==> src/rtl/cdc_pkg.sv <==
// Package for the calendar date counter: shared types, constants and
// calendar helper functions. No dependencies.
package cdc_pkg;

  // Fixed field widths of the date words.
  localparam int unsigned DAY_W   = 5;
  localparam int unsigned MONTH_W = 4;
  localparam int unsigned KIND_W  = 2;
  // Width of a year remainder modulo the Gregorian cycle (0 to 399).
  localparam int unsigned REM_W   = 9;
  // Width of a year length and of the day accumulator (up to 31 + 366).
  localparam int unsigned YLEN_W  = 9;
  localparam int unsigned DACC_W  = 9;

  // Calendar constants.
  localparam int unsigned DAYS_COMMON     = 365;
  localparam int unsigned DAYS_LEAP       = 366;
  localparam int unsigned MONTHS_PER_YEAR = 12;
  localparam int unsigned GREG_CYCLE      = 400;
  localparam int unsigned CENTURY         = 100;
  localparam int unsigned LAST_DAY        = 31;
  localparam int unsigned LAST_MONTH      = 12;

  // Reset date, and its remainder in the Gregorian cycle.
  localparam int unsigned DAY_RESET   = 1;
  localparam int unsigned MONTH_RESET = 1;
  localparam int unsigned YEAR_RESET  = 2000;
  localparam int unsigned REM_RESET   = YEAR_RESET % GREG_CYCLE;

  // Item kinds.
  localparam logic [KIND_W-1:0] KIND_LOAD       = 2'd0;
  localparam logic [KIND_W-1:0] KIND_NEXT_DAY   = 2'd1;
  localparam logic [KIND_W-1:0] KIND_ADD_DAYS   = 2'd2;
  localparam logic [KIND_W-1:0] KIND_ADD_MONTHS = 2'd3;

  // Datapath operations issued by the controller.
  typedef enum logic [3:0] {
    OP_IDLE,
    OP_LOAD,
    OP_NEXT_DAY,
    OP_YEAR_STEP,
    OP_DAY_INIT,
    OP_MONTH_STEP,
    OP_DAY_WRITE,
    OP_MSUM,
    OP_MDIV_MUL,
    OP_MDIV_FIX,
    OP_MDIV_YEAR,
    OP_REM_MUL,
    OP_REM_FIX,
    OP_OUT_LOAD
  } cdc_op_e;

  // Controller to datapath.
  typedef struct packed {
    logic    capture;
    cdc_op_e op;
  } cdc_cmd_t;

  // Datapath to controller.
  typedef struct packed {
    logic c_gt_ylen;
    logic d_gt_mlen;
    logic msum_zero;
  } cdc_status_t;

  // Leap year from the year's remainder in the 400-year cycle.
  function automatic logic is_leap(input logic [REM_W-1:0] rem);
    return (rem[1:0] == 2'b00) &&
           (rem != REM_W'(CENTURY)) &&
           (rem != REM_W'(2 * CENTURY)) &&
           (rem != REM_W'(3 * CENTURY));
  endfunction

  // Month length; months outside one to twelve count as 30 days.
  function automatic logic [DAY_W-1:0] month_len(input logic [MONTH_W-1:0] m,
                                                 input logic leap);
    logic [DAY_W-1:0] len;
    unique case (m) inside
      4'd1, 4'd3, 4'd5, 4'd7, 4'd8, 4'd10, 4'd12: len = 5'd31;
      4'd2:    len = leap ? 5'd29 : 5'd28;
      default: len = 5'd30;
    endcase
    return len;
  endfunction

endpackage

==> src/rtl/cdc_in_if.sv <==
// Input channel of the calendar date counter: handshake and item word.
// Depends on cdc_pkg.
interface cdc_in_if
  import cdc_pkg::*;
#(
  parameter int unsigned YEAR_BITS  = 14,
  parameter int unsigned COUNT_BITS = 16
);
  logic                  valid;
  logic                  ready;
  logic [KIND_W-1:0]     kind;
  logic [COUNT_BITS-1:0] count;
  logic [DAY_W-1:0]      given_day;
  logic [MONTH_W-1:0]    given_month;
  logic [YEAR_BITS-1:0]  given_year;

  modport source (
    output valid, kind, count, given_day, given_month, given_year,
    input  ready
  );
  modport sink (
    input  valid, kind, count, given_day, given_month, given_year,
    output ready
  );
endinterface

==> src/rtl/cdc_out_if.sv <==
// Result channel of the calendar date counter: handshake and result word.
// Depends on cdc_pkg.
interface cdc_out_if
  import cdc_pkg::*;
#(
  parameter int unsigned YEAR_BITS = 14
);
  logic                 valid;
  logic                 ready;
  logic [DAY_W-1:0]     cur_day;
  logic [MONTH_W-1:0]   cur_month;
  logic [YEAR_BITS-1:0] cur_year;
  logic                 year_end;
  logic                 is_before;
  logic                 is_equal;

  modport source (
    output valid, cur_day, cur_month, cur_year, year_end, is_before, is_equal,
    input  ready
  );
  modport sink (
    input  valid, cur_day, cur_month, cur_year, year_end, is_before, is_equal,
    output ready
  );
endinterface

==> src/rtl/cdc_dpath.sv <==
// Datapath of the calendar date counter: date registers, year and month
// carry logic, reciprocal dividers and the result register. Depends on cdc_pkg.
module cdc_dpath
  import cdc_pkg::*;
#(
  parameter int unsigned YEAR_BITS  = 14,
  parameter int unsigned COUNT_BITS = 16
) (
  input  logic                  clk_i,
  input  logic                  rst_ni,
  input  cdc_cmd_t              cmd_i,
  output cdc_status_t           status_o,
  input  logic [COUNT_BITS-1:0] count_i,
  input  logic [DAY_W-1:0]      given_day_i,
  input  logic [MONTH_W-1:0]    given_month_i,
  input  logic [YEAR_BITS-1:0]  given_year_i,
  output logic [DAY_W-1:0]      cur_day_o,
  output logic [MONTH_W-1:0]    cur_month_o,
  output logic [YEAR_BITS-1:0]  cur_year_o,
  output logic                  year_end_o,
  output logic                  is_before_o,
  output logic                  is_equal_o
);

  localparam int unsigned YW   = YEAR_BITS;
  localparam int unsigned CW   = COUNT_BITS;
  localparam int unsigned CMPW = (CW > YLEN_W) ? CW : YLEN_W;
  // Month sum and its divide-by-twelve unit: x / 12 = (x >> 2) / 3.
  localparam int unsigned XW   = CW + 1;
  localparam int unsigned Q3W  = XW - 3;
  localparam int unsigned M3W  = XW - 1;
  localparam int unsigned P3W  = (XW - 2) + M3W;
  localparam logic [M3W-1:0] RECIP3 = M3W'((64'd1 << XW) / 3);
  localparam int unsigned SUMW = (YW > Q3W) ? YW : Q3W;
  // Year remainder modulo 400 by reciprocal multiplication.
  localparam int unsigned K4   = YW + 9;
  localparam int unsigned Q4W  = YW - 8;
  localparam int unsigned M4W  = YW + 1;
  localparam int unsigned P4W  = YW + M4W;
  localparam logic [M4W-1:0] RECIP4 = M4W'((64'd1 << K4) / GREG_CYCLE);

  // Architectural date and the year's place in the 400-year cycle.
  logic [DAY_W-1:0]   day_q, day_d;
  logic [MONTH_W-1:0] month_q, month_d;
  logic [YW-1:0]      year_q, year_d;
  logic [REM_W-1:0]   rem_q, rem_d;

  // Working registers of one item.
  logic [CW-1:0]      c_q, c_d;
  logic [DACC_W-1:0]  d_q, d_d;
  logic [XW-1:0]      mx_q, mx_d;
  logic               mzero_q, mzero_d;
  logic [Q3W-1:0]     q3_q, q3_d;
  logic [Q3W-1:0]     kq_q, kq_d;
  logic [Q4W-1:0]     q4_q, q4_d;
  logic [DAY_W-1:0]   gd_q;
  logic [MONTH_W-1:0] gm_q;
  logic [YW-1:0]      gy_q;

  // Result register.
  logic [DAY_W-1:0]   out_day_q;
  logic [MONTH_W-1:0] out_month_q;
  logic [YW-1:0]      out_year_q;
  logic               out_end_q, out_before_q, out_equal_q;

  // Calendar lookups on the current date.
  logic                leap;
  logic [YLEN_W-1:0]   ylen;
  logic [DAY_W-1:0]    mlen;
  logic [CMPW-1:0]     c_ext;
  logic [CMPW-1:0]     c_less_year;

  assign leap        = is_leap(rem_q);
  assign ylen        = leap ? YLEN_W'(DAYS_LEAP) : YLEN_W'(DAYS_COMMON);
  assign mlen        = month_len(month_q, leap);
  assign c_ext       = CMPW'(c_q);
  assign c_less_year = c_ext - CMPW'(ylen);

  // Year increment, with the cycle remainder following it. A wrap of the
  // year register restarts the cycle at year zero.
  logic [YW-1:0]    year_inc;
  logic [REM_W-1:0] rem_inc;

  assign year_inc = year_q + YW'(1);
  assign rem_inc  = ((&year_q) || (rem_q == REM_W'(GREG_CYCLE - 1))) ?
                    '0 : rem_q + REM_W'(1);

  // Month increment in one extra bit, so that month fifteen still carries.
  logic [MONTH_W:0] month_inc;
  logic             month_wrap;

  assign month_inc  = {1'b0, month_q} + (MONTH_W + 1)'(1);
  assign month_wrap = month_inc > (MONTH_W + 1)'(MONTHS_PER_YEAR);

  // Next day.
  logic [DAY_W:0]   day_inc;
  logic             nd_ovf;
  logic [MONTH_W:0] nd_month;
  logic             nd_wrap;

  assign day_inc  = {1'b0, day_q} + (DAY_W + 1)'(1);
  assign nd_ovf   = day_inc > {1'b0, mlen};
  assign nd_month = nd_ovf ? month_inc : {1'b0, month_q};
  assign nd_wrap  = nd_month > (MONTH_W + 1)'(MONTHS_PER_YEAR);

  // Month sum for adding months.
  logic [XW-1:0] msum;

  assign msum = XW'(month_q) + XW'(c_q);

  // Divide by twelve: estimate the quotient of (x >> 2) / 3, then correct it
  // once and rebuild the month from the remainder and the two low bits.
  logic [XW-3:0]     xs;
  logic [P3W-1:0]    prod3;
  logic [XW-3:0]     r3w;
  logic [2:0]        rem3, rem3_fix;
  logic              ge3;
  logic [Q3W-1:0]    kq;
  logic [MONTH_W-1:0] month_fix;
  logic [SUMW-1:0]   year_sum;

  assign xs        = mx_q[XW-1:2];
  assign prod3     = P3W'(xs) * P3W'(RECIP3);
  assign r3w       = xs - {q3_q, 1'b0} - (XW - 2)'(q3_q);
  assign rem3      = r3w[2:0];
  assign ge3       = rem3 >= 3'd3;
  assign rem3_fix  = ge3 ? rem3 - 3'd3 : rem3;
  assign kq        = q3_q + Q3W'(ge3);
  assign month_fix = {rem3_fix[1:0], mx_q[1:0]} + MONTH_W'(1);
  assign year_sum  = SUMW'(year_q) + SUMW'(kq_q);

  // Year modulo 400: estimate the quotient, subtract 400 times it
  // (400 = 256 + 128 + 16) and correct once.
  logic [P4W-1:0]   prod4;
  logic [YW-1:0]    sub400;
  logic [YW-1:0]    r4w;
  logic [9:0]       r4;
  logic [REM_W-1:0] rem_fix;

  assign prod4   = P4W'(year_q) * P4W'(RECIP4);
  assign sub400  = (YW'(q4_q) << 8) + (YW'(q4_q) << 7) + (YW'(q4_q) << 4);
  assign r4w     = year_q - sub400;
  assign r4      = r4w[9:0];
  assign rem_fix = (r4 >= 10'(GREG_CYCLE)) ? REM_W'(r4 - 10'(GREG_CYCLE)) :
                                             r4[REM_W-1:0];

  // Status back to the controller.
  assign status_o.c_gt_ylen = c_ext > CMPW'(ylen);
  assign status_o.d_gt_mlen = d_q > DACC_W'(mlen);
  assign status_o.msum_zero = mzero_q;

  // Next-state selection by operation.
  always_comb begin
    day_d   = day_q;
    month_d = month_q;
    year_d  = year_q;
    rem_d   = rem_q;
    c_d     = c_q;
    d_d     = d_q;
    mx_d    = mx_q;
    mzero_d = mzero_q;
    q3_d    = q3_q;
    kq_d    = kq_q;
    q4_d    = q4_q;
    if (cmd_i.capture) begin
      c_d = count_i;
    end
    case (cmd_i.op)
      OP_LOAD: begin
        day_d   = gd_q;
        month_d = gm_q;
        year_d  = gy_q;
      end
      OP_NEXT_DAY: begin
        day_d = nd_ovf ? DAY_W'(1) : day_inc[DAY_W-1:0];
        if (nd_wrap) begin
          month_d = MONTH_W'(1);
          year_d  = year_inc;
          rem_d   = rem_inc;
        end else begin
          month_d = nd_month[MONTH_W-1:0];
        end
      end
      OP_YEAR_STEP: begin
        c_d    = c_less_year[CW-1:0];
        year_d = year_inc;
        rem_d  = rem_inc;
      end
      OP_DAY_INIT: begin
        d_d = DACC_W'(day_q) + c_ext[DACC_W-1:0];
      end
      OP_MONTH_STEP: begin
        d_d = d_q - DACC_W'(mlen);
        if (month_wrap) begin
          month_d = MONTH_W'(1);
          year_d  = year_inc;
          rem_d   = rem_inc;
        end else begin
          month_d = month_inc[MONTH_W-1:0];
        end
      end
      OP_DAY_WRITE: begin
        day_d = d_q[DAY_W-1:0];
      end
      OP_MSUM: begin
        mx_d    = msum - XW'(1);
        mzero_d = msum == '0;
      end
      OP_MDIV_MUL: begin
        q3_d = prod3[P3W-1:XW];
      end
      OP_MDIV_FIX: begin
        month_d = month_fix;
        kq_d    = kq;
      end
      OP_MDIV_YEAR: begin
        year_d = year_sum[YW-1:0];
      end
      OP_REM_MUL: begin
        q4_d = prod4[P4W-1:K4];
      end
      OP_REM_FIX: begin
        rem_d = rem_fix;
      end
      default: begin
      end
    endcase
  end

  // Stored date.
  always_ff @(posedge clk_i or negedge rst_ni) begin
    if (!rst_ni) begin
      day_q   <= DAY_W'(DAY_RESET);
      month_q <= MONTH_W'(MONTH_RESET);
      year_q  <= YW'(YEAR_RESET);
      rem_q   <= REM_W'(REM_RESET);
    end else begin
      day_q   <= day_d;
      month_q <= month_d;
      year_q  <= year_d;
      rem_q   <= rem_d;
    end
  end

  // Working registers and the captured given date.
  always_ff @(posedge clk_i) begin
    c_q     <= c_d;
    d_q     <= d_d;
    mx_q    <= mx_d;
    mzero_q <= mzero_d;
    q3_q    <= q3_d;
    kq_q    <= kq_d;
    q4_q    <= q4_d;
    if (cmd_i.capture) begin
      gd_q <= given_day_i;
      gm_q <= given_month_i;
      gy_q <= given_year_i;
    end
  end

  // Result register: date after the step and its comparisons.
  always_ff @(posedge clk_i) begin
    if (cmd_i.op == OP_OUT_LOAD) begin
      out_day_q    <= day_q;
      out_month_q  <= month_q;
      out_year_q   <= year_q;
      out_end_q    <= (day_q == DAY_W'(LAST_DAY)) && (month_q == MONTH_W'(LAST_MONTH));
      out_before_q <= {year_q, month_q, day_q} < {gy_q, gm_q, gd_q};
      out_equal_q  <= {year_q, month_q, day_q} == {gy_q, gm_q, gd_q};
    end
  end

  assign cur_day_o   = out_day_q;
  assign cur_month_o = out_month_q;
  assign cur_year_o  = out_year_q;
  assign year_end_o  = out_end_q;
  assign is_before_o = out_before_q;
  assign is_equal_o  = out_equal_q;

endmodule

==> src/rtl/cdc_ctrl.sv <==
// Controller of the calendar date counter: sequences the datapath through
// one item and owns both handshakes. Depends on cdc_pkg.
module cdc_ctrl
  import cdc_pkg::*;
(
  input  logic              clk_i,
  input  logic              rst_ni,
  input  logic              in_valid_i,
  input  logic [KIND_W-1:0] in_kind_i,
  output logic              in_ready_o,
  output logic              out_valid_o,
  input  logic              out_ready_i,
  input  cdc_status_t       status_i,
  output cdc_cmd_t          cmd_o
);

  typedef enum logic [3:0] {
    S_IDLE,
    S_LOAD,
    S_NEXT,
    S_YEARS,
    S_MONTHS,
    S_MSUM,
    S_MDIV_MUL,
    S_MDIV_FIX,
    S_MDIV_YEAR,
    S_REM_MUL,
    S_REM_FIX,
    S_DONE
  } state_e;

  state_e state_q, state_d;
  logic   out_valid_q, out_valid_d;
  logic   in_fire;
  logic   slot_free;

  assign in_ready_o  = state_q == S_IDLE;
  assign in_fire     = in_valid_i && in_ready_o;
  assign slot_free   = !out_valid_q || out_ready_i;
  assign out_valid_o = out_valid_q;

  // Next state and datapath command.
  always_comb begin
    state_d       = state_q;
    cmd_o.capture = in_fire;
    cmd_o.op      = OP_IDLE;
    unique case (state_q)
      S_IDLE: begin
        if (in_fire) begin
          unique case (in_kind_i)
            KIND_LOAD:     state_d = S_LOAD;
            KIND_NEXT_DAY: state_d = S_NEXT;
            KIND_ADD_DAYS: state_d = S_YEARS;
            default:       state_d = S_MSUM;
          endcase
        end
      end
      S_LOAD: begin
        cmd_o.op = OP_LOAD;
        state_d  = S_REM_MUL;
      end
      S_NEXT: begin
        cmd_o.op = OP_NEXT_DAY;
        state_d  = S_DONE;
      end
      // Remove whole years first, one per cycle.
      S_YEARS: begin
        if (status_i.c_gt_ylen) begin
          cmd_o.op = OP_YEAR_STEP;
        end else begin
          cmd_o.op = OP_DAY_INIT;
          state_d  = S_MONTHS;
        end
      end
      // Then carry the rest through the months, one per cycle.
      S_MONTHS: begin
        if (status_i.d_gt_mlen) begin
          cmd_o.op = OP_MONTH_STEP;
        end else begin
          cmd_o.op = OP_DAY_WRITE;
          state_d  = S_DONE;
        end
      end
      S_MSUM: begin
        cmd_o.op = OP_MSUM;
        state_d  = S_MDIV_MUL;
      end
      // A month sum of zero leaves the date as it is.
      S_MDIV_MUL: begin
        if (status_i.msum_zero) begin
          state_d = S_DONE;
        end else begin
          cmd_o.op = OP_MDIV_MUL;
          state_d  = S_MDIV_FIX;
        end
      end
      S_MDIV_FIX: begin
        cmd_o.op = OP_MDIV_FIX;
        state_d  = S_MDIV_YEAR;
      end
      S_MDIV_YEAR: begin
        cmd_o.op = OP_MDIV_YEAR;
        state_d  = S_REM_MUL;
      end
      // The year moved arbitrarily: rebuild its place in the 400-year cycle.
      S_REM_MUL: begin
        cmd_o.op = OP_REM_MUL;
        state_d  = S_REM_FIX;
      end
      S_REM_FIX: begin
        cmd_o.op = OP_REM_FIX;
        state_d  = S_DONE;
      end
      S_DONE: begin
        if (slot_free) begin
          cmd_o.op = OP_OUT_LOAD;
          state_d  = S_IDLE;
        end
      end
      default: begin
        state_d = S_IDLE;
      end
    endcase
  end

  // Result valid follows the result register's loads and the sink's takes.
  always_comb begin
    if (cmd_o.op == OP_OUT_LOAD) begin
      out_valid_d = 1'b1;
    end else if (out_ready_i) begin
      out_valid_d = 1'b0;
    end else begin
      out_valid_d = out_valid_q;
    end
  end

  always_ff @(posedge clk_i or negedge rst_ni) begin
    if (!rst_ni) begin
      state_q     <= S_IDLE;
      out_valid_q <= 1'b0;
    end else begin
      state_q     <= state_d;
      out_valid_q <= out_valid_d;
    end
  end

endmodule

==> src/rtl/calendar_date_counter.sv <==
// Top level of the calendar date counter: controller, datapath and checks.
// Depends on cdc_pkg, cdc_in_if, cdc_out_if, cdc_ctrl and cdc_dpath.
//
//   Port    Role    Word
//   in_i    sink    kind, count, given_day, given_month, given_year
//   out_o   source  cur_day, cur_month, cur_year, year_end, is_before, is_equal
//
// One word is worked on at a time; a new word is taken once the previous
// result has entered the output register, even if that result still waits.
// Add days removes whole years one per cycle (count / 365 at most), then
// carries the rest through the months one per cycle (at most 13 carries).
// Reset gives 1 January 2000. A stalled result holds only the final state.
module calendar_date_counter
  import cdc_pkg::*;
#(
  parameter int unsigned YEAR_BITS  = 14,
  parameter int unsigned COUNT_BITS = 16
) (
  input  logic      clk_i,
  input  logic      rst_ni,
  cdc_in_if.sink    in_i,
  cdc_out_if.source out_o
);

  cdc_cmd_t    cmd;
  cdc_status_t status;

  // Sequencer.
  cdc_ctrl u_ctrl (
    .clk_i       (clk_i),
    .rst_ni      (rst_ni),
    .in_valid_i  (in_i.valid),
    .in_kind_i   (in_i.kind),
    .in_ready_o  (in_i.ready),
    .out_valid_o (out_o.valid),
    .out_ready_i (out_o.ready),
    .status_i    (status),
    .cmd_o       (cmd)
  );

  // Date registers and arithmetic.
  cdc_dpath #(
    .YEAR_BITS  (YEAR_BITS),
    .COUNT_BITS (COUNT_BITS)
  ) u_dpath (
    .clk_i         (clk_i),
    .rst_ni        (rst_ni),
    .cmd_i         (cmd),
    .status_o      (status),
    .count_i       (in_i.count),
    .given_day_i   (in_i.given_day),
    .given_month_i (in_i.given_month),
    .given_year_i  (in_i.given_year),
    .cur_day_o     (out_o.cur_day),
    .cur_month_o   (out_o.cur_month),
    .cur_year_o    (out_o.cur_year),
    .year_end_o    (out_o.year_end),
    .is_before_o   (out_o.is_before),
    .is_equal_o    (out_o.is_equal)
  );

  // A taken word keeps the input closed until its result is stored.
  assert property (@(posedge clk_i) disable iff (!rst_ni)
    in_i.valid && in_i.ready |=> !in_i.ready)
    else $error("input taken again while a word is in progress");

  // Loading the result register always presents a result.
  assert property (@(posedge clk_i) disable iff (!rst_ni)
    cmd.op == OP_OUT_LOAD |=> out_o.valid)
    else $error("result loaded without valid");

  // A date cannot both precede and equal the given date.
  assert property (@(posedge clk_i) disable iff (!rst_ni)
    out_o.valid |-> !(out_o.is_before && out_o.is_equal))
    else $error("before and equal flags both set");

endmodule
==> src/flat_wrapper.sv <==
// flat-port wrapper written by rule: the top's interface ports become plain ports
module calendar_date_counter_flat import cdc_pkg::*;
#(
  parameter int unsigned YEAR_BITS  = 14,
  parameter int unsigned COUNT_BITS = 16
)
  (clk_i, rst_ni, in_i_valid, in_i_kind, in_i_count, in_i_given_day, in_i_given_month, in_i_given_year, in_i_ready, out_o_valid, out_o_cur_day, out_o_cur_month, out_o_cur_year, out_o_year_end, out_o_is_before, out_o_is_equal, out_o_ready);
  cdc_in_if #(.YEAR_BITS(YEAR_BITS), .COUNT_BITS(COUNT_BITS)) in_i_i ();
  cdc_out_if #(.YEAR_BITS(YEAR_BITS)) out_o_i ();
  input  logic clk_i;
  input  logic rst_ni;
  input wire logic [$bits(in_i_i.valid)-1:0] in_i_valid;
  input wire logic [$bits(in_i_i.kind)-1:0] in_i_kind;
  input wire logic [$bits(in_i_i.count)-1:0] in_i_count;
  input wire logic [$bits(in_i_i.given_day)-1:0] in_i_given_day;
  input wire logic [$bits(in_i_i.given_month)-1:0] in_i_given_month;
  input wire logic [$bits(in_i_i.given_year)-1:0] in_i_given_year;
  output wire logic [$bits(in_i_i.ready)-1:0] in_i_ready;
  output wire logic [$bits(out_o_i.valid)-1:0] out_o_valid;
  output wire logic [$bits(out_o_i.cur_day)-1:0] out_o_cur_day;
  output wire logic [$bits(out_o_i.cur_month)-1:0] out_o_cur_month;
  output wire logic [$bits(out_o_i.cur_year)-1:0] out_o_cur_year;
  output wire logic [$bits(out_o_i.year_end)-1:0] out_o_year_end;
  output wire logic [$bits(out_o_i.is_before)-1:0] out_o_is_before;
  output wire logic [$bits(out_o_i.is_equal)-1:0] out_o_is_equal;
  input wire logic [$bits(out_o_i.ready)-1:0] out_o_ready;
  assign in_i_i.valid = in_i_valid;
  assign in_i_i.kind = in_i_kind;
  assign in_i_i.count = in_i_count;
  assign in_i_i.given_day = in_i_given_day;
  assign in_i_i.given_month = in_i_given_month;
  assign in_i_i.given_year = in_i_given_year;
  assign in_i_ready = in_i_i.ready;
  assign out_o_valid = out_o_i.valid;
  assign out_o_cur_day = out_o_i.cur_day;
  assign out_o_cur_month = out_o_i.cur_month;
  assign out_o_cur_year = out_o_i.cur_year;
  assign out_o_year_end = out_o_i.year_end;
  assign out_o_is_before = out_o_i.is_before;
  assign out_o_is_equal = out_o_i.is_equal;
  assign out_o_i.ready = out_o_ready;
  calendar_date_counter #(.YEAR_BITS(YEAR_BITS), .COUNT_BITS(COUNT_BITS)) u_core (.clk_i(clk_i), .rst_ni(rst_ni), .in_i(in_i_i), .out_o(out_o_i));
endmodule
==> config.mk <==
export PLATFORM = sky130hd
export DESIGN_NAME = calendar_date_counter_flat
export DESIGN_NICKNAME = d
export VERILOG_FILES = /design/src/rtl/cdc_pkg.sv /design/src/rtl/cdc_in_if.sv /design/src/rtl/cdc_out_if.sv /design/src/rtl/cdc_dpath.sv /design/src/rtl/cdc_ctrl.sv /design/src/rtl/calendar_date_counter.sv /design/src/flat_wrapper.sv
export SDC_FILE = /design/constraint.sdc
export NUM_CORES = 1
export LEC_CHECK = 0
export ABC_CLOCK_PERIOD_IN_PS = 8850
export BUFFER_PORTS_ARGS = -buffer_cell sky130_fd_sc_hd__buf_4
export CORE_MARGIN = 8
export CORE_UTILIZATION = 50
export DETAILED_ROUTE_END_ITERATION = 7
export GPL_TIMING_DRIVEN = 0
export PLACE_DENSITY = 0.64
export SETUP_SLACK_MARGIN = 0.1
export SLEW_MARGIN = 40
export SYNTH_ARGS = -nofsm -noshare
export SYNTH_HDL_FRONTEND = slang
export SYNTH_SLANG_ARGS = --single-unit
==> constraint.sdc <==
create_clock -name clk_i -period 8.85 [get_ports clk_i]
set_clock_uncertainty 0.1 [all_clocks]
set_input_delay 1.77 -clock clk_i [delete_from_list [all_inputs] [get_ports clk_i]]
set_output_delay 1.77 -clock clk_i [all_outputs]
set_load 0.03 [all_outputs]
Word-level counts from Yosys, hierarchy flattened:

Cells that the tools add are included.

* register bits: 163
* latch bits: 0
* memory bits (writable): 0
* memory bits (read-only): 0
* bits of input ports: 45
* word-level logic and storage cells: 158
* memories: 0

* $add $sub $neg: 19
* multiply operators: 2
* divide/modulo/power cells: 0
* $lt $le $gt $ge: 8
* eq/ne operators: 46
* shifts and indexed selects: 0
* muxes and demuxes: 35
* bitwise operators: 0
* reduce and logical (&&, ||, !) cells: 26

Operator list (number)
* $pmux W14 S5: 1
* $eq A4 B4 Y1 const B: 13
* $pmux W4 S11: 1
* $eq A4 B3 Y1 const B: 10
* $pmux W4 S10: 1
* $mux W4: 9
* $mux W9: 4
* $pmux W9 S4: 1
* $mux W16: 2
* $mul A15 B15 Y30 const B: 1
* $mul A14 B15 Y29 const B: 1
* $mux W14: 2
* $eq A4 B2 Y1 const B: 6
* $eq A23 B23 Y1: 1
* $lt A23 B23 Y1: 1
* $add A10 B10 Y10: 2
* $pmux W9 S2: 1
* $add A4 B16 Y17: 1
* $logic_not A17 Y1: 1
* $sub A17 B1 Y17 const B: 1
* $gt A16 B9 Y1: 1
* $pmux W4 S4: 1
* $sub A16 B9 Y16: 1
* $pmux W5 S3: 1
* 48 further kinds: 72

Depth between registers and ports, before layout:

Gate-level depths: netlist (run 1).

* depth after elaboration: 12
* depth in mapped cells: 25
* mapped depth without buffers: 24

Cells and area by module:

From an unflattened synthesis (run 1), not the netlist that was laid out.

* cell total of the unflattened synthesis: 1814
* area, all modules: 17929.7 um^2

By module, submodules not included
* cdc_dpath: instances 1, cells each 1746, area each 17414.2 um^2, sequential area each 4594.4 um^2
* cdc_ctrl: instances 1, cells each 68, area each 515.5 um^2, sequential area each 125.1 um^2

Worst setup path before layout (run 1):

Ideal clock, no wire load.

* path kind: register to register
* start point: register u_core.u_dpath.mx_q[3]
* end point: register u_core.u_dpath.q3_q[13], data pin
* setup time: 0.259 ns
* data arrival time: 5.551 ns
* slack: 2.940 ns
* stages on the path, launching flop included: 18
* path buffers: 0
* cell sequence: edfxtp_1 -> ha_1 -> inv_1 -> fa_1 -> fa_1 -> inv_1 -> fa_1 -> fa_1 -> fa_1 -> ha_1 -> and4_1 -> a221oi_1 -> a311oi_1 -> o41ai_1 -> o2111ai_1 -> a21o_1 -> a21oi_1 -> xnor2_1

* cells in the longest elaborated chain, start to end: 1

RTL lines
* from (decl): line cdc_dpath.sv:51 `logic [XW-1:0] mx_q, mx_d;`
* from (signal assigned): line cdc_dpath.sv:249 `mx_q <= mx_d;`
* $mul A15 B15 Y30: line cdc_dpath.sv:123 `assign prod3 = P3W'(xs) * P3W'(RECIP3);`
* via u_core.u_dpath.prod3[30]: line cdc_dpath.sv:114 `logic [P3W-1:0] prod3;`
* to (signal assigned): line cdc_dpath.sv:251 `q3_q <= q3_d;`
* to (decl): line cdc_dpath.sv:53 `logic [Q3W-1:0] q3_q, q3_d;`

The timed path passes the listed nets, and every way through them passes these cells.
A chain may end at the register's enable or synchronous reset.

Final worst setup path (run 1):

Same ends and word-level chain as after synthesis.

==> flow_metrics.env, run 1 <==
export IMPL_status="finished clean"
export IMPL_r2r_end="u_core.u_dpath.q3_q[13]$_DFFE_PN_"
export IMPL_synth_edf_count=126
export IMPL_post_place_ws_ps=2040
export IMPL_startpoint="u_core.u_dpath.mx_q[3]$_DFFE_PN_"
export IMPL_worstSetupPathType="reg -> reg"
export IMPL_setup_ws_ps=2090
export IMPL_synthDistinctLibCells=82
export IMPL_nFillCells=3138
export IMPL_critPathCapture="u_core.u_dpath.q3_q[13]$_DFFE_PN_"
export IMPL_layout_commonest_cell="ha_1"
export IMPL_clk_latency_ps=440
export IMPL_avgSynthCellArea_um2=10.0
export IMPL_cts_buffers=17
export IMPL_antenna_found_initial=0
export IMPL_cts_setup_buffers=0
export IMPL_slowest_delay_ps=640
export IMPL_cts_repair_resized=0
export IMPL_synthAdderAreaFrac_pct=37.8
export IMPL_synth_mux_area_fraction_pct=0.879
export IMPL_root_buffer="clkbuf_16"
export IMPL_grt_total_usage_pct=19.7
export IMPL_endpoint_kind="flip-flop"
export IMPL_synth_cells=1756
export IMPL_arrival_ps=6850
export IMPL_die_w_um=204
export IMPL_drt_iter0_markers=694
export IMPL_clk_path_buf_depth=2
export IMPL_yosysSeqAreaShare_pct=26.7
export IMPL_dp_final_hpwl_um=32900
export IMPL_vias=12900
export IMPL_path_common_cell="fa_1"
export IMPL_grt_pass1_wl_um=65800
export IMPL_cp_start_kind="flip-flop"
export IMPL_slew_headroom_pct=45.3
export IMPL_cts_sinks=163
export IMPL_cts_htree_levels=4
export IMPL_synth_compound_area_share_pct=10.8
export IMPL_final_cell_mix="ha_1 (310), inv_1 (292), fa_1 (139), edfxtp_1 (126), nor2_1 (112)"
export IMPL_fp_coreArea_um2=35100
export IMPL_crit_slowest_cell="o41ai_1"
export IMPL_finalWirelength_um=40100
export IMPL_fin_crit_ps=6760
export IMPL_drive_above_1_share_pct=8.86
export IMPL_grt_start_max_net_pins=38
export IMPL_drtPass1Iterations=6
export IMPL_finalCritPeriodShare_pct=76.4
export IMPL_regArea_um2=4720
export IMPL_routedWlPerCell_um=17.3
export IMPL_postRouteAntennaNets=0
export IMPL_ctsHoldBuffers=0
export IMPL_cts_tree="yes"
export IMPL_r2r_slack_ps=2090
export IMPL_worstMarginPinSlew_ps=820
export IMPL_ys_async_sr_fraction_pct=22.7
export IMPL_required_ps=8940
export IMPL_multiInputGateArea_um2=11700
export IMPL_synth_xor_area_share_pct=5.11
export IMPL_synth_area_um2=17600
export IMPL_reg2reg_from="u_core.u_dpath.mx_q[3]$_DFFE_PN_"
export IMPL_grt_overflow=0
export IMPL_yosys_area_share_simple_pct=11.5
export IMPL_gp_congestion=0.892
export IMPL_maxCapViolations=0
export IMPL_drv_slew=0
export IMPL_synth_top_family_by_area="adder cells"
export IMPL_worst_path_stages=17
export IMPL_syn_nets=2250
export IMPL_r2r_cells=17
export IMPL_io_pins=73
export IMPL_cp_cell_sequence="ha_1, inv_1, fa_1, fa_1, inv_1, fa_1, fa_1, fa_1, ha_1, and4_1, a221oi_1, a311oi_1, o41ai_1, o2111ai_1, a21o_1, a21oi_1, xnor2_1"
export IMPL_syn_to_final_growth_pct=9.94
export IMPL_timing_critical_path_buf_inv=2
export IMPL_cp_max_fo=5
export IMPL_setup_viol=0
export IMPL_ys_ff_latch=163
export IMPL_fmax_ghz=0.148
export IMPL_port_buffers=72
export IMPL_finalHoldViolCount=0
export IMPL_start_util_pct=50.2
export IMPL_fp_dieH_um=204
export IMPL_clkTransAtPathRegs_ps=70
export IMPL_num_rows=69
export IMPL_yosysWarnings=0
export IMPL_rsz0062_at_grt="no"
export IMPL_synth_ff_type="edfxtp_1"
export IMPL_grt_pass1_vias=13200
export IMPL_hold_path_class="reg -> reg"
export IMPL_antenna_cells=0
export IMPL_dieArea_um2=41600
export IMPL_tns_ps=0
export IMPL_viasPerCell=5.54
export IMPL_critPathTopFamily="adder cells"
export IMPL_final_nets=2343
export IMPL_drc_errors=0
[per-stage QoR]
| step | util [%] | cell area, um^2 | hold WS [ps] | std cells |
|---|---|---|---|---|
| after floorplan | - | 17600 | 375 | 1756 |
| after global placement | 53.4 | 18800 | 407 | 2289 |
| after detailed placement | 53.5 | 18800 | 448 | 2290 |
| after CTS | 55.1 | 19400 | 461 | 2322 |
| after global routing | 55.2 | 19400 | 483 | 2323 |
| final | 55.2 | 19400 | 458 | 2323 |
[kinds of logic (layout without fill, tap and decap cells)]
family,Yosys count,in the layout
buf+inv,330,436
mux,15,15
flops,163,163
fa+ha+maj,449,449
simple gates,403,403
compound gates,293,293
xor+xnor,103,103
[cell type report]
| cell class | count | share of cell area, % |
|---|---|---|
| Clock inverter | 15 | 0.774 |
| Timing Repair Buffer | 74 | 2.92 |
| Tap cell | 461 | 2.97 |
| Sequential cell | 163 | 24.3 |
| Clock buffer | 17 | 2.19 |
| Buffer | 36 | 0.864 |
| Multi-Input combinational cell | 1263 | 60.3 |
| Inverter | 294 | 5.69 |
[worst min-delay path by stage]
stage                                                      end  slack [ps]  depth (start not counted)                                  from
final                     u_core.u_ctrl.state_q[3]$_DFFE_PN0P_         460                          2  u_core.u_ctrl.state_q[3]$_DFFE_PN0P_
after global routing      u_core.u_ctrl.state_q[2]$_DFFE_PN0P_         480                          1  u_core.u_ctrl.state_q[2]$_DFFE_PN0P_
after CTS                 u_core.u_ctrl.state_q[3]$_DFFE_PN0P_         460                          2  u_core.u_ctrl.state_q[3]$_DFFE_PN0P_
after detailed placement  u_core.u_ctrl.state_q[3]$_DFFE_PN0P_         450                          2  u_core.u_ctrl.state_q[3]$_DFFE_PN0P_
after global placement    u_core.u_ctrl.state_q[3]$_DFFE_PN0P_         410                          2  u_core.u_ctrl.state_q[3]$_DFFE_PN0P_
after floorplan           u_core.u_ctrl.state_q[3]$_DFFE_PN0P_         380                          2  u_core.u_ctrl.state_q[3]$_DFFE_PN0P_
[Yosys cell counts, types with 8 or more instances]
master,n,area share (%)
ha_1,310,22
inv_1,293,6.2
fa_1,139,16
edfxtp_1,126,21
nor2_1,116,2.5
a21oi_1,86,2.4
nand2_1,86,1.8
xnor2_1,74,3.7
o21ai_0,72,2.0
nand3_1,38,1.1
nor3_1,35,0.99
dfrtp_1,29,4.1
xor2_1,29,1.4
clkbuf_1,21,0.45
a21o_1,20,0.85
and2_1,19,0.67
nor2b_1,18,0.64
and3_1,16,0.57
o21a_1,15,0.64
nand4_1,14,0.50
nand2b_1,13,0.46
buf_2,11,0.31
mux2i_1,11,0.62
a22o_1,9,0.45
a31oi_1,9,0.32
or2_2,9,0.32
dfstp_2,8,1.2
o211ai_1,8,0.34
[metal layers]
metal	global-route usage (%)	vias to the layer above	share of wire [%]	wire length (um)
met5	0	-	0	0
met4	6.19	0	2.5	1020
met3	3.25	64	4.1	1660
li1	-	6227	-	-
met2	35.3	255	51	20400
met1	23.8	6314	42	17000
[worst reg2reg max path: stages, from the launching register on]
cell       delay, ps
edfxtp_1         560
ha_1             450
inv_1             70
fa_1             460
fa_1             540
inv_1             60
fa_1             500
fa_1             570
fa_1             460
ha_1             330
and4_1           220
a221oi_1         490
a311oi_1         270
o41ai_1          640
o2111ai_1        270
a21o_1           250
a21oi_1          170
xnor2_1           90
[flip-flops by register name, summed over array words and instances, names as in the netlist, 5 cells and up]
signal                     cells
u_core.u_dpath.c_ext          16
u_core.u_dpath.gy_q           14
u_core.u_dpath.rem_q           9
u_core.u_dpath.gd_q            5
u_core.u_dpath.cur_year_o     14
u_core.u_dpath.kq_q           14
u_core.u_dpath.mx_q           17
u_core.u_dpath.year_q         14
u_core.u_dpath.q3_q           14
u_core.u_dpath.cur_day_o       5
u_core.u_dpath.d_q             9
u_core.u_dpath.q4_q            6
u_core.u_dpath.day_q           5
Power of run 1 is left out: the tool's default activity adds up to more than one toggle a clock period on the data nets, which glitch-free logic cannot reach.
==> run 2: changes to the inputs <==
- ABC_AREA: not set -> 1
- ABC_CLOCK_PERIOD_IN_PS: 8850 -> 6900
- clock period: 8.85 -> 6.9 ns (I/O delays scaled with it)
==> run 2 against run 1 <==
Net effect: design area up 5.1%; wire length up 11%; worst setup slack got worse by 870 ps; critical endpoint is now u_core.u_dpath.q4_q[2]$_DFFE_PN_; largest cell class unchanged.
==> flow_metrics.env, run 2 <==
export IMPL_finalHoldViolCount=0
export IMPL_syn_nets=2631
export IMPL_drtPass1Iterations=6
export IMPL_ys_async_sr_fraction_pct=22.7
export IMPL_grt_busiest_layer="met2"
export IMPL_slew_headroom_pct=48.8
export IMPL_synth_cells=2137
export IMPL_num_rows=70
export IMPL_synth_area_um2=18600
export IMPL_fmax_ghz=0.176
export IMPL_synth_area_leader_cell="ha_1"
export IMPL_endpoint_kind="flip-flop"
export IMPL_clk_path_buf_depth=2
export IMPL_largest_reg_flops=17
export IMPL_status="finished clean"
export IMPL_drive_above_1_share_pct=8.34
export IMPL_vias=14500
export IMPL_dieArea_um2=43600
export IMPL_use_met1_pct=26.0
export IMPL_cp_start_kind="flip-flop"
export IMPL_cts_repair_resized=0
export IMPL_dp_cells=2679
export IMPL_hold_path_class="reg -> reg"
export IMPL_design_area_um2=20400
export IMPL_r2r_cells=15
export IMPL_start_util_pct=50.8
export IMPL_top_register="u_core.u_dpath.mx_q"
export IMPL_finalCritPeriodShare_pct=82.4
export IMPL_ys_ff_latch=163
export IMPL_synth_edf_count=126
export IMPL_grt_total_usage_pct=21.1
export IMPL_cts_tree="yes"
export IMPL_yosysMostFrequentCell="inv_1"
export IMPL_worstSetupPathType="reg -> reg"
export IMPL_fin_cells=2711
export IMPL_synth_area_leaders="ha_1 (21%), edfxtp_1 (20%), fa_1 (15%)"
export IMPL_final_nets=2724
export IMPL_fp_dieH_um=209
export IMPL_final_cell_mix="inv_1 (402), nand2_1 (363), ha_1 (310), nor2_1 (148), fa_1 (139)"
export IMPL_drt_iter0_markers=782
export IMPL_grt_pass1_wl_um=75000
export IMPL_rsz0062_at_grt="no"
export IMPL_placed_cell_area_um2=19800
export IMPL_io_pins=73
export IMPL_ys_top_cells_by_count="inv_1 (402), nand2_1 (363), ha_1 (310)"
export IMPL_yosysWarnings=0
export IMPL_regArea_um2=4720
export IMPL_drc_errors=0
export IMPL_drv_slew=0
export IMPL_setup_viol=0
export IMPL_clk_latency_ps=440
export IMPL_setup_ws_ps=1220
export IMPL_routedWlPerCell_um=16.5
export IMPL_nFillCells=3397
export IMPL_yosysTopAreaCellShare_pct=20.8
export IMPL_post_place_ws_ps=1150
export IMPL_grt_pass1_vias=15000
export IMPL_multiInputGateArea_um2=12200
export IMPL_fin_crit_ps=5680
export IMPL_required_ps=6980
export IMPL_cts_sinks=163
export IMPL_viasPerCell=5.34
export IMPL_root_buffer="clkbuf_16"
export IMPL_synthDistinctLibCells=54
export IMPL_layout_commonest_cell="inv_1"
export IMPL_grt_start_max_net_pins=38
export IMPL_postRouteAntennaNets=0
export IMPL_cts_buffers=17
export IMPL_avgSynthCellArea_um2=8.71
export IMPL_grtUsageMet2_pct=37.4
export IMPL_worstMarginPinSlew_ps=761
export IMPL_cts_htree_levels=4
export IMPL_min_path_cells=2
export IMPL_antenna_found_initial=0
export IMPL_cp_max_fo=12
export IMPL_tns_ps=0
export IMPL_grtUsageMet3_pct=2.84
export IMPL_ctsHoldBuffers=0
export IMPL_maxCapViolations=0
export IMPL_arrival_ps=5770
export IMPL_die_w_um=209
export IMPL_gp_congestion=0.941
export IMPL_grt_overflow=0
export IMPL_finalWirelength_um=44600
export IMPL_dp_final_hpwl_um=37700
export IMPL_clkTransAtPathRegs_ps=80
export IMPL_synth_ff_type="edfxtp_1"
export IMPL_fp_coreArea_um2=36600
export IMPL_port_buffers=72
export IMPL_antenna_cells=0
export IMPL_cts_setup_buffers=0
export IMPL_yosysSeqAreaShare_pct=25.4
export IMPL_syn_to_final_growth_pct=9.57
[run 2: changes by cell type after synthesis, moves of 16 or more]
| cell | before | now |
|---|---|---|
| xor2_1 | 29 | 75 |
| and2_1 | 19 | 2 |
| inv_2 | 0 | 16 |
| nor2b_1 | 18 | 0 |
| xnor2_1 | 74 | 28 |
| nand2_1 | 86 | 363 |
| o21ai_1 | 1 | 33 |
| inv_1 | 293 | 402 |
| nor2_1 | 116 | 153 |
| nand3_1 | 38 | 97 |
[run 2: final timing paths]
path | startpoint | to | slack [ps]
setup reg to reg | u_core.u_dpath.year_q[5]$_DFFE_PN0P_ | u_core.u_dpath.q4_q[2]$_DFFE_PN_ | 1220
min in group asynchronous | rst_ni | u_core.u_dpath.day_q[3]$_DFFE_PN0P_ | 810
max in group asynchronous | rst_ni | u_core.u_dpath.year_q[4]$_DFFE_PN1P_ | 5510
hold / removal | u_core.u_ctrl.state_q[2]$_DFFE_PN0P_ | u_core.u_ctrl.state_q[2]$_DFFE_PN0P_ | 430
hold reg to reg | u_core.u_ctrl.state_q[2]$_DFFE_PN0P_ | u_core.u_ctrl.state_q[2]$_DFFE_PN0P_ | 430
setup / recovery | u_core.u_dpath.year_q[5]$_DFFE_PN0P_ | u_core.u_dpath.q4_q[2]$_DFFE_PN_ | 1220
[run 2: stage by stage]
step / utilization, % / hold slack (ps)
final: 55.7 / 427
after detailed placement: 54.1 / 408
after floorplan: - / 378
after global placement: 53.9 / 398
after CTS: 55.7 / 427
after global routing: 55.7 / 474
[run 2: layout make-up]
type / count / area share (%)
Timing Repair Buffer: 74 / 2.80
Buffer: 22 / 0.650
Multi-Input combinational cell: 1533 / 60.0
Inverter: 419 / 7.71
Sequential cell: 163 / 23.1
Tap cell: 468 / 2.87
Clock buffer: 17 / 2.09
Clock inverter: 15 / 0.761
[run 2: cells by family (layout without fill, tap and decap cells)]
| kind of cell | after synthesis | count (layout) | share of synthesized area, % |
|---|---|---|---|
| adders and majority gates | 449 | 449 | 35.8 |
| buffers and inverters | 441 | 547 | 9.16 |
| DFF | 163 | 163 | 25.4 |
| AOI/OAI and AO/OA | 260 | 260 | 7.85 |
| xor gates and xnor gates | 103 | 103 | 4.85 |
| and+or+nand+nor | 721 | 721 | 17.0 |
[run 2: worst max-delay path, cell delays in order, from the launching register on]
cell and delay, ps:
dfrtp_1 770, fa_1 560, fa_1 520, inv_1 50, fa_1 470, inv_1 50, fa_1 500, fa_1 600
fa_1 440, ha_1 330, a21oi_1 230, o21ai_0 130, a221o_1 310, nand2_1 70, nand3_1 110, xor2_1 170
[run 2: layer usage]
| layer | share of wire [%] | routed length, um |
|---|---|---|
| met3 | 3.4 | 1540 |
| met5 | 0 | 0 |
| met1 | 44 | 19700 |
| met4 | 3.1 | 1380 |
| met2 | 49 | 22100 |
Power of run 2 is left out for the same reason.
==> run 3: changes to the inputs <==
- ABC_CLOCK_PERIOD_IN_PS: 6900 -> 5850
- clock period: 6.9 -> 5.85 ns (I/O delays scaled with it)
==> run 3 against run 2 <==
Net effect: core utilization is 0.31 points higher; sequential share of layout area down 0.055 points; design area is 0.56% higher; hold slack worse by 2.8 ps; register-to-register slack got worse by 910 ps; critical path depth unchanged; highest routed layer unchanged; first-iteration DRC count is 0.64% higher; maximum frequency grew 2.5%; via count grew 0.54%; die area stayed put; cell count increased by 0.41%.
==> flow_metrics.env, run 3 (synthesis gave the netlist of run 2 again) <==
export IMPL_status="finished clean"
export IMPL_met2WireLength_um=22100
export IMPL_grt_start_max_net_pins=38
export IMPL_clk_latency_ps=440
export IMPL_cts_buffers=17
export IMPL_start_util_pct=50.8
export IMPL_drv_slew=0
export IMPL_clk_path_buf_depth=2
export IMPL_ctsHoldBuffers=0
export IMPL_drive_above_1_share_pct=9.05
export IMPL_gp_congestion=0.941
export IMPL_antenna_found_initial=0
export IMPL_io_pins=73
export IMPL_reg2reg_from="u_core.u_dpath.year_q[7]$_DFFE_PN1P_"
export IMPL_slew_headroom_pct=50.3
export IMPL_port_buffers=72
export IMPL_vias=14600
export IMPL_required_ps=5930
export IMPL_final_cell_mix="inv_1 (402), nand2_1 (363), ha_1 (310), nor2_1 (148), fa_1 (139)"
export IMPL_grt_pass1_vias=15000
export IMPL_finalHoldViolCount=0
export IMPL_finalCritPeriodShare_pct=94.7
export IMPL_die_w_um=209
export IMPL_drc_errors=0
export IMPL_cp_start_kind="flip-flop"
export IMPL_grt_overflow=0
export IMPL_drtPass1Iterations=7
export IMPL_routedWlPerCell_um=16.4
export IMPL_hold_path_class="reg -> reg"
export IMPL_dp_final_hpwl_um=37700
export IMPL_final_nets=2735
export IMPL_highest_layer="met4"
export IMPL_r2r_slack_ps=310
export IMPL_cp_max_fo=9
export IMPL_setup_viol=0
export IMPL_drt_iter0_markers=787
export IMPL_critPathCapture="u_core.u_dpath.q4_q[2]$_DFFE_PN_"
export IMPL_grt_pass1_wl_um=75000
export IMPL_top_register="u_core.u_dpath.mx_q"
export IMPL_postRouteAntennaNets=0
export IMPL_worstSetupPathType="reg -> reg"
export IMPL_fp_coreArea_um2=36600
export IMPL_r2r_end="u_core.u_dpath.q4_q[2]$_DFFE_PN_"
export IMPL_layout_commonest_cell="inv_1"
export IMPL_syn_to_final_growth_pct=10.2
export IMPL_antenna_cells=0
export IMPL_rsz0062_at_grt="yes"
export IMPL_dr_wl_met3_um=1520
export IMPL_wl_met1_um=19800
export IMPL_cts_htree_levels=4
export IMPL_root_buffer="clkbuf_16"
export IMPL_endpoint_kind="flip-flop"
export IMPL_maxCapViolations=0
export IMPL_fin_crit_ps=5540
export IMPL_fmax_ghz=0.180
export IMPL_tns_ps=0
export IMPL_clkTransAtPathRegs_ps=80
export IMPL_cts_sinks=163
export IMPL_fp_dieH_um=209
export IMPL_largest_reg_flops=17
export IMPL_viasPerCell=5.35
export IMPL_startpoint="u_core.u_dpath.year_q[7]$_DFFE_PN1P_"
export IMPL_num_rows=70
export IMPL_arrival_ps=5620
export IMPL_worstMarginPinSlew_ps=745
export IMPL_finalWirelength_um=44700
export IMPL_r2r_cells=15
export IMPL_cts_tree="yes"
export IMPL_grt_total_usage_pct=21.1
export IMPL_dieArea_um2=43600
[run 3: what timing repair did]
item,CTS,global route
resized for setup,0,11
hold endpoints to repair,0,0
buffers inserted,0,11
setup endpoints to repair,0,14
[run 3: cell type report]
| cell class | instances | area (um^2) |
|---|---|---|
| timing repair buffer | 85 | 653 |
| tap | 468 | 586 |
| clock buffer | 17 | 425 |
| fill | 3381 | 16100 |
| multi-input combinational | 1533 | 12200 |
| sequential | 163 | 4730 |
| clock inverter | 15 | 155 |
| buffer | 22 | 134 |
| inverter | 419 | 1570 |
[run 3: worst min path at each step]
stage,cells past startpoint,end,start
global route,2,u_core.u_ctrl.state_q[3]$_DFFE_PN0P_,u_core.u_ctrl.state_q[3]$_DFFE_PN0P_
global placement,2,u_core.u_ctrl.state_q[2]$_DFFE_PN0P_,u_core.u_ctrl.state_q[2]$_DFFE_PN0P_
finish,2,u_core.u_ctrl.state_q[2]$_DFFE_PN0P_,u_core.u_ctrl.state_q[2]$_DFFE_PN0P_
floorplan,2,u_core.u_ctrl.state_q[3]$_DFFE_PN0P_,u_core.u_ctrl.state_q[3]$_DFFE_PN0P_
CTS,2,u_core.u_ctrl.state_q[2]$_DFFE_PN0P_,u_core.u_ctrl.state_q[2]$_DFFE_PN0P_
detailed placement,2,u_core.u_ctrl.state_q[2]$_DFFE_PN0P_,u_core.u_ctrl.state_q[2]$_DFFE_PN0P_
[run 3: per-layer routing]
| layer | vias up | global-route usage (%) |
|---|---|---|
| met5 | - | 0 |
| met4 | 0 | 7.46 |
| met3 | 84 | 2.84 |
| met2 | 281 | 37.4 |
| met1 | 7004 | 26.0 |
| li1 | 7197 | - |
[run 3: critical path, cell delays in order (launching register included)]
cell and delay (ps):
dfstp_4 710, fa_1 480, fa_1 520, inv_1 50
fa_1 470, inv_1 50, fa_1 500, fa_1 600
fa_1 440, ha_1 330, a21oi_1 230, o21ai_0 130
a221o_1 310, nand2_1 70, nand3_1 110, xor2_1 170
[run 3: metrics by stage]
step                worst slack, ps  std cells  utilization [%]  hold slack (ps)  cell area [um^2]
global placement                209       2677             53.9              398             19700
floorplan                       706       2137                -              378             18600
detailed placement              104       2679             54.1              408             19800
finish                          308       2722             56.0              424             20500
global route                   57.3       2722             56.0              474             20500
CTS                             109       2711             55.7              427             20400
Power of run 3 is left out for the same reason.
